### src/hdl/two_button_chord_detector_macros.svh
// assertion macros for the chord detector
`ifndef TWO_BUTTON_CHORD_DETECTOR_MACROS_SVH
`define TWO_BUTTON_CHORD_DETECTOR_MACROS_SVH

`ifndef ASSERT_OFF
// checked outside reset only
`define TBCD_ASSERT(lbl, prop) \
	lbl: assert property (@(posedge clk) disable iff (!arst_n) prop) \
	else $error("tbcd check failed");
// checked at every edge, reset included
`define TBCD_ASSERT_ALWAYS(lbl, prop) \
	lbl: assert property (@(posedge clk) prop) \
	else $error("tbcd check failed");
`else
`define TBCD_ASSERT(lbl, prop)
`define TBCD_ASSERT_ALWAYS(lbl, prop)
`endif

`endif

### src/hdl/tbcd_pkg.sv
`timescale 1ns / 1ps

package tbcd_pkg;

	localparam int AGE_BITS = 10;
	localparam int WIN_W    = 10;
	localparam int CMP_W    = (AGE_BITS > WIN_W) ? AGE_BITS : WIN_W;

	localparam logic [AGE_BITS-1:0] AGE_MAX    = {AGE_BITS{1'b1}};
	localparam logic [WIN_W-1:0]    WIN_RESET  = WIN_W'(80);

	typedef enum logic [1:0] {
		OP_PRESS   = 2'd0,
		OP_RELEASE = 2'd1,
		OP_TICK    = 2'd2
	} op_t;

	typedef struct packed {
		logic [1:0]                held;
		logic [1:0]                forwarded;
		logic [1:0]                acted;
		logic [1:0]                pending;
		logic [1:0][AGE_BITS-1:0]  age;
		logic                      chord_used;
		logic                      mouse_mode;
	} state_t;

	typedef struct packed {
		logic consumed;
		logic action_valid;
		logic action_button;
		logic action_press;
		logic mode_active;
		logic mode_toggled;
		logic last;
	} result_t;

	typedef struct packed {
		state_t     nxt;
		logic [1:0] cnt;
		result_t    r0;
		result_t    r1;
	} step_t;

endpackage

### src/hdl/tbcd_evt_if.sv
`timescale 1ns / 1ps

interface tbcd_evt_if;
	logic       valid;
	logic       ready;
	logic [1:0] op;
	logic       button;

	modport source (output valid, output op, output button, input ready);
	modport sink (input valid, input op, input button, output ready);
endinterface

### src/hdl/tbcd_res_if.sv
`timescale 1ns / 1ps

interface tbcd_res_if;
	logic valid;
	logic ready;
	logic consumed;
	logic action_valid;
	logic action_button;
	logic action_press;
	logic mode_active;
	logic mode_toggled;
	logic last;

	modport source (
		output valid, output consumed, output action_valid, output action_button,
		output action_press, output mode_active, output mode_toggled, output last,
		input ready
	);
	modport sink (
		input valid, input consumed, input action_valid, input action_button,
		input action_press, input mode_active, input mode_toggled, input last,
		output ready
	);
endinterface

### src/hdl/tbcd_cfg_if.sv
`timescale 1ns / 1ps

interface tbcd_cfg_if;
	logic       valid;
	logic       ready;
	logic [9:0] data;

	modport source (output valid, output data, input ready);
	modport sink (input valid, input data, output ready);
endinterface

### src/hdl/tbcd_step.sv
`timescale 1ns / 1ps

module tbcd_step (
	input  tbcd_pkg::state_t           cur,
	input  logic [1:0]                 op,
	input  logic                       button,
	input  logic [tbcd_pkg::WIN_W-1:0] window,
	output tbcd_pkg::step_t            step
);
	import tbcd_pkg::*;

	logic                b;
	logic                o;
	logic [CMP_W-1:0]    win_ext;
	logic [CMP_W-1:0]    age_o_ext;
	logic [1:0]          fire_act;
	state_t              nxt;
	result_t             r0;
	result_t             r1;
	logic [1:0]          cnt;

	assign b         = button;
	assign o         = ~button;
	assign win_ext   = CMP_W'(window);
	assign age_o_ext = CMP_W'(cur.age[o]);

	always_comb begin
		nxt      = cur;
		r0       = '0;
		r1       = '0;
		cnt      = 2'd0;
		fire_act = 2'b00;
		case (op)
			OP_PRESS: begin
				nxt.held[b] = 1'b1;
				nxt.age[b]  = '0;
				cnt         = 2'd1;
				if (cur.held[o] && !cur.chord_used && age_o_ext <= win_ext) begin
					nxt.chord_used = 1'b1;
					nxt.pending[o] = 1'b0;
					nxt.mouse_mode = ~cur.mouse_mode;
					r0.consumed     = 1'b1;
					r0.mode_toggled = 1'b1;
				end else if (cur.mouse_mode) begin
					nxt.pending[b] = 1'b1;
					r0.consumed    = 1'b1;
				end else begin
					nxt.forwarded[b] = 1'b1;
				end
			end
			OP_RELEASE: begin
				nxt.held[b] = 1'b0;
				cnt         = 2'd1;
				if (!cur.held[o]) begin
					nxt.chord_used = 1'b0;
				end
				if (cur.forwarded[b]) begin
					nxt.forwarded[b] = 1'b0;
				end else if (cur.acted[b]) begin
					nxt.acted[b]     = 1'b0;
					r0.consumed      = 1'b1;
					r0.action_valid  = 1'b1;
					r0.action_button = b;
				end else if (cur.pending[b]) begin
					nxt.pending[b]   = 1'b0;
					r0.consumed      = 1'b1;
					r0.action_valid  = 1'b1;
					r0.action_button = b;
					r0.action_press  = 1'b1;
					r1.consumed      = 1'b1;
					r1.action_valid  = 1'b1;
					r1.action_button = b;
					cnt              = 2'd2;
				end else begin
					r0.consumed = 1'b1;
				end
			end
			OP_TICK: begin
				for (int i = 0; i < 2; i++) begin
					if (cur.age[i] != AGE_MAX) begin
						nxt.age[i] = cur.age[i] + 1'b1;
					end
				end
				fire_act[0] = cur.mouse_mode && cur.pending[0] &&
					CMP_W'(nxt.age[0]) >= win_ext;
				fire_act[1] = cur.mouse_mode && cur.pending[1] &&
					CMP_W'(nxt.age[1]) >= win_ext;
				for (int i = 0; i < 2; i++) begin
					if (fire_act[i]) begin
						nxt.pending[i] = 1'b0;
						nxt.acted[i]   = 1'b1;
					end
				end
				r0.consumed = 1'b1;
				r1.consumed = 1'b1;
				if (fire_act[0]) begin
					r0.action_valid  = 1'b1;
					r0.action_press  = 1'b1;
					if (fire_act[1]) begin
						r1.action_valid  = 1'b1;
						r1.action_button = 1'b1;
						r1.action_press  = 1'b1;
					end
				end else if (fire_act[1]) begin
					r0.action_valid  = 1'b1;
					r0.action_button = 1'b1;
					r0.action_press  = 1'b1;
				end
				cnt = (fire_act == 2'b11) ? 2'd2 : 2'd1;
			end
			default: begin
				cnt = 2'd0;
			end
		endcase
		r0.mode_active = nxt.mouse_mode;
		r1.mode_active = nxt.mouse_mode;
		r0.last        = (cnt == 2'd1);
		r1.last        = 1'b1;
	end

	assign step.nxt = nxt;
	assign step.cnt = cnt;
	assign step.r0  = r0;
	assign step.r1  = r1;

endmodule

### src/hdl/two_button_chord_detector.sv
// Two-button chord qualifier. Each transfer on evt is a press, a release or a
// one-millisecond tick; each gives one or two results on res (none for op code
// three), the final one marked by last. Pressing both buttons within
// chord_window_ms toggles mouse mode once per chord; in mouse mode a single
// press is held back until its age reaches the window or it is released.
// An event is taken into an input register and resolved there against the
// state once the queue has room. One event is accepted per cycle while the
// queue has room; results leave one per cycle while res.ready is high, from
// a four-entry queue. The input stalls while the queue, counting an entry
// being read out, lacks two free entries. The user must write chord_window_ms
// through cfg only while no event is in flight; the block does not enforce it.
`timescale 1ns / 1ps
`include "two_button_chord_detector_macros.svh"

module two_button_chord_detector (
	input  logic           clk,
	input  logic           arst_n,
	tbcd_evt_if.sink       evt,
	tbcd_res_if.source     res,
	tbcd_cfg_if.sink       cfg
);
	import tbcd_pkg::*;

	logic              valid_s1;
	logic [1:0]        op_s1;
	logic              button_s1;
	state_t            state_q;
	logic [WIN_W-1:0]  window_q;
	result_t           fifo_q [4];
	logic [1:0]        wr_ptr_q;
	logic [1:0]        rd_ptr_q;
	logic [2:0]        count_q;
	step_t             step;
	logic              room;
	logic              fire;
	logic              pop;
	logic [1:0]        push;
	result_t           head;

	tbcd_step u_step (
		.cur    (state_q),
		.op     (op_s1),
		.button (button_s1),
		.window (window_q),
		.step   (step)
	);

	assign pop       = res.valid && res.ready;
	assign room      = (count_q <= 3'd2) || (count_q == 3'd3 && pop);
	assign fire      = valid_s1 && room;
	assign push      = fire ? step.cnt : 2'd0;
	assign evt.ready = !valid_s1 || fire;
	assign cfg.ready = 1'b1;

	// input register
	always_ff @(posedge clk or negedge arst_n) begin
		if (!arst_n) begin
			valid_s1 <= 1'b0;
		end else if (evt.ready) begin
			valid_s1 <= evt.valid;
		end
	end

	always_ff @(posedge clk) begin
		if (evt.valid && evt.ready) begin
			op_s1     <= evt.op;
			button_s1 <= evt.button;
		end
	end

	// chord state and window
	always_ff @(posedge clk or negedge arst_n) begin
		if (!arst_n) begin
			state_q  <= '0;
			window_q <= WIN_RESET;
		end else begin
			if (fire) begin
				state_q <= step.nxt;
			end
			if (cfg.valid && cfg.ready) begin
				window_q <= cfg.data;
			end
		end
	end

	// result queue
	always_ff @(posedge clk or negedge arst_n) begin
		if (!arst_n) begin
			wr_ptr_q <= 2'd0;
			rd_ptr_q <= 2'd0;
			count_q  <= 3'd0;
		end else begin
			wr_ptr_q <= wr_ptr_q + push;
			rd_ptr_q <= rd_ptr_q + {1'b0, pop};
			count_q  <= count_q + {1'b0, push} - {2'b0, pop};
		end
	end

	always_ff @(posedge clk) begin
		if (push != 2'd0) begin
			fifo_q[wr_ptr_q] <= step.r0;
		end
		if (push == 2'd2) begin
			fifo_q[wr_ptr_q + 2'd1] <= step.r1;
		end
	end

	assign head              = fifo_q[rd_ptr_q];
	assign res.valid         = (count_q != 3'd0);
	assign res.consumed      = head.consumed;
	assign res.action_valid  = head.action_valid;
	assign res.action_button = head.action_button;
	assign res.action_press  = head.action_press;
	assign res.mode_active   = head.mode_active;
	assign res.mode_toggled  = head.mode_toggled;
	assign res.last          = head.last;

	`TBCD_ASSERT_ALWAYS(a_queue_bound, !arst_n || count_q <= 3'd4)
	`TBCD_ASSERT(a_group_follows, (pop && !res.last) |=> res.valid)
	`TBCD_ASSERT(a_toggle_swallowed, res.valid && res.mode_toggled |-> res.consumed && !res.action_valid)
	`TBCD_ASSERT(a_stall_holds, (valid_s1 && !fire) |-> !evt.ready)

endmodule
### src/flat_wrapper.sv
// flat-port wrapper written by rule: the top's interface ports become plain ports
module two_button_chord_detector_flat import tbcd_pkg::*;
  (clk, arst_n, evt_valid, evt_op, evt_button, evt_ready, res_valid, res_consumed, res_action_valid, res_action_button, res_action_press, res_mode_active, res_mode_toggled, res_last, res_ready, cfg_valid, cfg_data, cfg_ready);
  tbcd_evt_if evt_i ();
  tbcd_res_if res_i ();
  tbcd_cfg_if cfg_i ();
  input  logic clk;
  input  logic arst_n;
  input wire logic [$bits(evt_i.valid)-1:0] evt_valid;
  input wire logic [$bits(evt_i.op)-1:0] evt_op;
  input wire logic [$bits(evt_i.button)-1:0] evt_button;
  output wire logic [$bits(evt_i.ready)-1:0] evt_ready;
  output wire logic [$bits(res_i.valid)-1:0] res_valid;
  output wire logic [$bits(res_i.consumed)-1:0] res_consumed;
  output wire logic [$bits(res_i.action_valid)-1:0] res_action_valid;
  output wire logic [$bits(res_i.action_button)-1:0] res_action_button;
  output wire logic [$bits(res_i.action_press)-1:0] res_action_press;
  output wire logic [$bits(res_i.mode_active)-1:0] res_mode_active;
  output wire logic [$bits(res_i.mode_toggled)-1:0] res_mode_toggled;
  output wire logic [$bits(res_i.last)-1:0] res_last;
  input wire logic [$bits(res_i.ready)-1:0] res_ready;
  input wire logic [$bits(cfg_i.valid)-1:0] cfg_valid;
  input wire logic [$bits(cfg_i.data)-1:0] cfg_data;
  output wire logic [$bits(cfg_i.ready)-1:0] cfg_ready;
  assign evt_i.valid = evt_valid;
  assign evt_i.op = evt_op;
  assign evt_i.button = evt_button;
  assign evt_ready = evt_i.ready;
  assign res_valid = res_i.valid;
  assign res_consumed = res_i.consumed;
  assign res_action_valid = res_i.action_valid;
  assign res_action_button = res_i.action_button;
  assign res_action_press = res_i.action_press;
  assign res_mode_active = res_i.mode_active;
  assign res_mode_toggled = res_i.mode_toggled;
  assign res_last = res_i.last;
  assign res_i.ready = res_ready;
  assign cfg_i.valid = cfg_valid;
  assign cfg_i.data = cfg_data;
  assign cfg_ready = cfg_i.ready;
  two_button_chord_detector u_core (.clk(clk), .arst_n(arst_n), .evt(evt_i), .res(res_i), .cfg(cfg_i));
endmodule
### config.mk
export PLATFORM = sky130hd
export DESIGN_NAME = two_button_chord_detector_flat
export DESIGN_NICKNAME = d
export VERILOG_FILES = /design/src/hdl/tbcd_pkg.sv /design/src/hdl/tbcd_evt_if.sv /design/src/hdl/tbcd_res_if.sv /design/src/hdl/tbcd_cfg_if.sv /design/src/hdl/tbcd_step.sv /design/src/hdl/two_button_chord_detector.sv /design/src/flat_wrapper.sv
export VERILOG_INCLUDE_DIRS = /design/src /design/src/hdl
export SDC_FILE = /design/constraint.sdc
export NUM_CORES = 1
export LEC_CHECK = 0
export BUFFER_PORTS_ARGS = -buffer_cell sky130_fd_sc_hd__buf_2
export CAP_MARGIN = 25
export CORE_MARGIN = 5
export CORE_UTILIZATION = 60
export DETAILED_ROUTE_END_ITERATION = 7
export PLACE_DENSITY = 0.78
export SLEW_MARGIN = 20
export SYNTH_ARGS = -nofsm -noshare
export SYNTH_HDL_FRONTEND = slang
export SYNTH_SLANG_ARGS = --single-unit
### constraint.sdc
create_clock -name clk -period 5.8 [get_ports clk]
set_input_delay 0.29 -clock clk [delete_from_list [all_inputs] [get_ports clk]]
set_output_delay 0.29 -clock clk [all_outputs]
set_load 0.05 [all_outputs]
==> impl_metrics.yaml <==
synthesis:
  async_flop_share_pct: 60.8
  synth_top_area_cell: "dfrtp_1"
  synth.distinct_cells: 71
  seq_area_frac_synth_pct: 38.0
  synth_edf_count: 23
  yosysTopAreaCellShare_pct: 21.3
  syn_nets: 623
  avgSynthCellArea_sq_um: 9.62
  ys.flop_type: "dfrtp_1"
  syn_inst: 562
  netlist_area_sq_um: 5400
  synthTopCellsByArea: "dfrtp_1, edfxtp_1, ha_1"
  synth_seq_cells: 79
  yosys_warnings: 0
floorplanning:
  die_h_microns: 105
  die-area_sq_um: 11000
  std_cell_rows: 34
  ios: 28
  start_util_pct: 61.7
  die_w_microns: 105
  core-area_sq_um: 8760
placed_design:
  place_inst: 673
  port_buffers: 26
  dp_hpwl_mm: 9.74
  gp_congestion: 0.935
power:
  combPwrFrac_pct: 46.3
  powerDensity_nw_per_um2: 402
  p_sw_share_pct: 45.9
  power_frac_seq_pct: 37.0
  clkPwrFrac_pct: 16.7
  switchingPower_mw: 1.07
  leakage_nw: 2.45
  vdd_ir_drop_max_mv: 0.277
  p_int_mw: 1.26
routing:
  drcViolationCount: 0
  vias: 4453
  wl_per_cell_microns: 18.9
  drtIter0Drc: 473
  routed.top_layer: "met4"
  totalWireLength_mm: 13.0
  postRouteAntennaNets: 0
  dr.pass1.iters: 6
  dr_wl_met3_microns: 925
  wl_met1_mm: 6.08
  dr_wl_met2_mm: 5.80
  viasPerCell: 6.45
critical_path:
  start_kind: "flip-flop"
  critical-path-max-stage-delay_ns: 0.47
  path_cells: "ha_1 > and3_1 > nand3_1 > and2_0 > nand3_1 > xnor2_1 > ha_1 > nand4_1 > nor3_1 > o311ai_1 > buf_4 > o21a_1 > nor3_1 > inv_1 > ha_1 > fa_1 > xnor2_1 > xnor2_1"
  crit_arrival_ns: 5.13
  crit_fanout: 11
  crit_path_end_kind: "flip-flop"
  crit_path_top_delay_cell: "dfrtp_1"
  crit_type: "flip-flop to flip-flop"
  required_ns: 6.10
finish:
  final_cell_mix: "nand2_1, dfrtp_1, ha_1, nor2_1, o21ai_0"
  drive_gt1_share_pct: 14.6
  multi_input_area_sq_um: 3120
  insertedDiodeCount: 0
  syn_to_final_growth_pct: 7.22
  fillers: 721
  seqCellArea_sq_um: 2050
  layout_commonest_cell: "nand2_1"
  stdcell_count: 690
  nNetsFinal: 638
clock_tree:
  clock_latency_ns: 0.37
  cts_tree: "done"
  clk_path_buf_depth: 2
  path_clk_slew_ns: 0.09
  clock_sinks: 79
  cts-htree-levels: 3
  cts_buffers: 9
  cts_setup_buffers: 0
  cts_root_buf: "clkbuf_8"
global_route:
  grt_pass1_wl_mm: 21.8
  antenna_found_initial: 0
  grt.total_usage_pct: 24.4
  grt_pass1_vias: 4252
  grt_max_degree: 30
  grt.overflow.total: 0
sta:
  slew_viol_final: 0
  rsz0062_at_grt: "false"
  post-route-period-util_pct: 83.3
  final-setup-viol-count: 0
  slew_headroom_pct: 40.3
  final.setup.tns_ns: 0
  worst_pin_slew_ns: 0.890
  layout_min_cycle_time_ns: 4.83
  hold_viol_final: 0
  timing.fmax_ghz: 0.207
  clock_skew_ns: 0.0168
hold_path:
  hold_path.class: "input port to flip-flop"
flow_run:
  drv_cap: 0
status:
  status: "completed"
flip-flops by register name, indices dropped and copies added, names as in the netlist, 2 cells and up, named ones only:
register	cells
u_core.op_s1	2
u_core.state_q	26
u_core.wr_ptr_q	2
u_core.count_q	3
u_core.fifo_q	28
u_core.window_q	10
u_core.rd_ptr_q	2
cell usage after synthesis, types with 13 or more instances:
master,number
nand3_1,17
nand2_1,47
nand4_1,13
mux2_2,15
o21ai_0,32
a22o_1,14
nor2_1,36
clkbuf_1,21
inv_1,31
dfrtp_1,46
a21oi_1,28
edfxtp_1,23
ha_1,42
path summary, 6_finish.rpt:
| kind | startpoint | to | slack, ns | cells after the start |
|---|---|---|---|---|
| worst min register to register | u_core.fifo_q[0][1]$_SDFFE_PP0P_ | u_core.fifo_q[0][1]$_SDFFE_PP0P_ | 0.50 | 2 |
| worst min-delay path | evt_button | u_core.button_s1$_DFFE_PP_ | 0.09 | 1 |
| worst max register to register | u_core.state_q[2]$_DFFE_PN0P_ | u_core.count_q[2]$_DFF_PN0_ | 0.97 | 18 |
| worst max-delay path | u_core.state_q[2]$_DFFE_PN0P_ | u_core.count_q[2]$_DFF_PN0_ | 0.97 | 18 |
| min in group asynchronous | arst_n | u_core.state_q[13]$_DFFE_PN0P_ | 0.43 | 2 |
| max in group asynchronous | arst_n | u_core.state_q[19]$_DFFE_PN0P_ | 4.83 | 3 |
metal layers:
metal | vias to the layer above | global-route usage [%]
li1 | 2134 | -
met1 | 2120 | 36.3
met2 | 173 | 35.7
met3 | 26 | 5.12
met4 | 0 | 7.85
met5 | - | 0
per-stage QoR:
step | utilization (%) | hold WS, ns | setup WS (ns) | total power [mW] | instance area [sq um]
5_1_grt | 66.1 | 0.0766 | 0.515 | 2.50 | 5790
3_3_place_gp | 63.7 | 0.453 | 1.21 | 1.89 | 5580
6_report | 66.1 | 0.0858 | 0.970 | 2.33 | 5790
3_5_place_dp | 63.9 | 0.308 | 1.02 | 1.94 | 5600
2_1_floorplan | - | -0.00559 | 1.36 | 1.67 | 5400
4_1_cts | 66.1 | 0.0823 | 0.989 | 2.33 | 5790
logic make-up after synthesis:
kind of cell | count (synthesis) | synth area share, %
AO/OA/AOI/OAI | 151 | 19.4
buffers and inverters | 58 | 4.19
adder cells (fa/ha/maj) | 43 | 10.1
other | 1 | 0.0694
flip-flops | 79 | 38.0
XOR/XNOR | 15 | 2.43
AND/OR/NAND/NOR | 183 | 17.9
multiplexers | 32 | 7.90
critical path: cells and delay by family (launching register included):
kind | cells | cell delay (ns)
compound gates | 2 | 0.43
xor+xnor | 3 | 0.50
fa+ha+maj | 4 | 1.35
buf+inv | 2 | 0.31
flops | 1 | 0.47
simple gates | 7 | 1.72
layout make-up:
cell class	count	share of cell area [%]
clock buffers	9	2.14
clock inverters	7	1.01
inverters	31	2.01
multi-input cells	425	53.9
flip-flops and latches	79	35.5
well taps	108	2.33
repair buffers	31	3.15
power groups by stage:
stage	Clock, mW	Sequential, mW	Combinational (mW)
floorplan	0	0.779	0.895
global placement	0	0.861	1.03
global route	0.423	0.889	1.18
finish	0.389	0.862	1.08
detailed placement	0	0.872	1.06
CTS	0.396	0.861	1.07
timing repair:
item                                   in CTS  in global routing
endpoints found under the hold margin      21                  0
hold buffers                                1                  0
resized for setup                           0                  0
No activity file was read; power rests on OpenSTA's default activity.
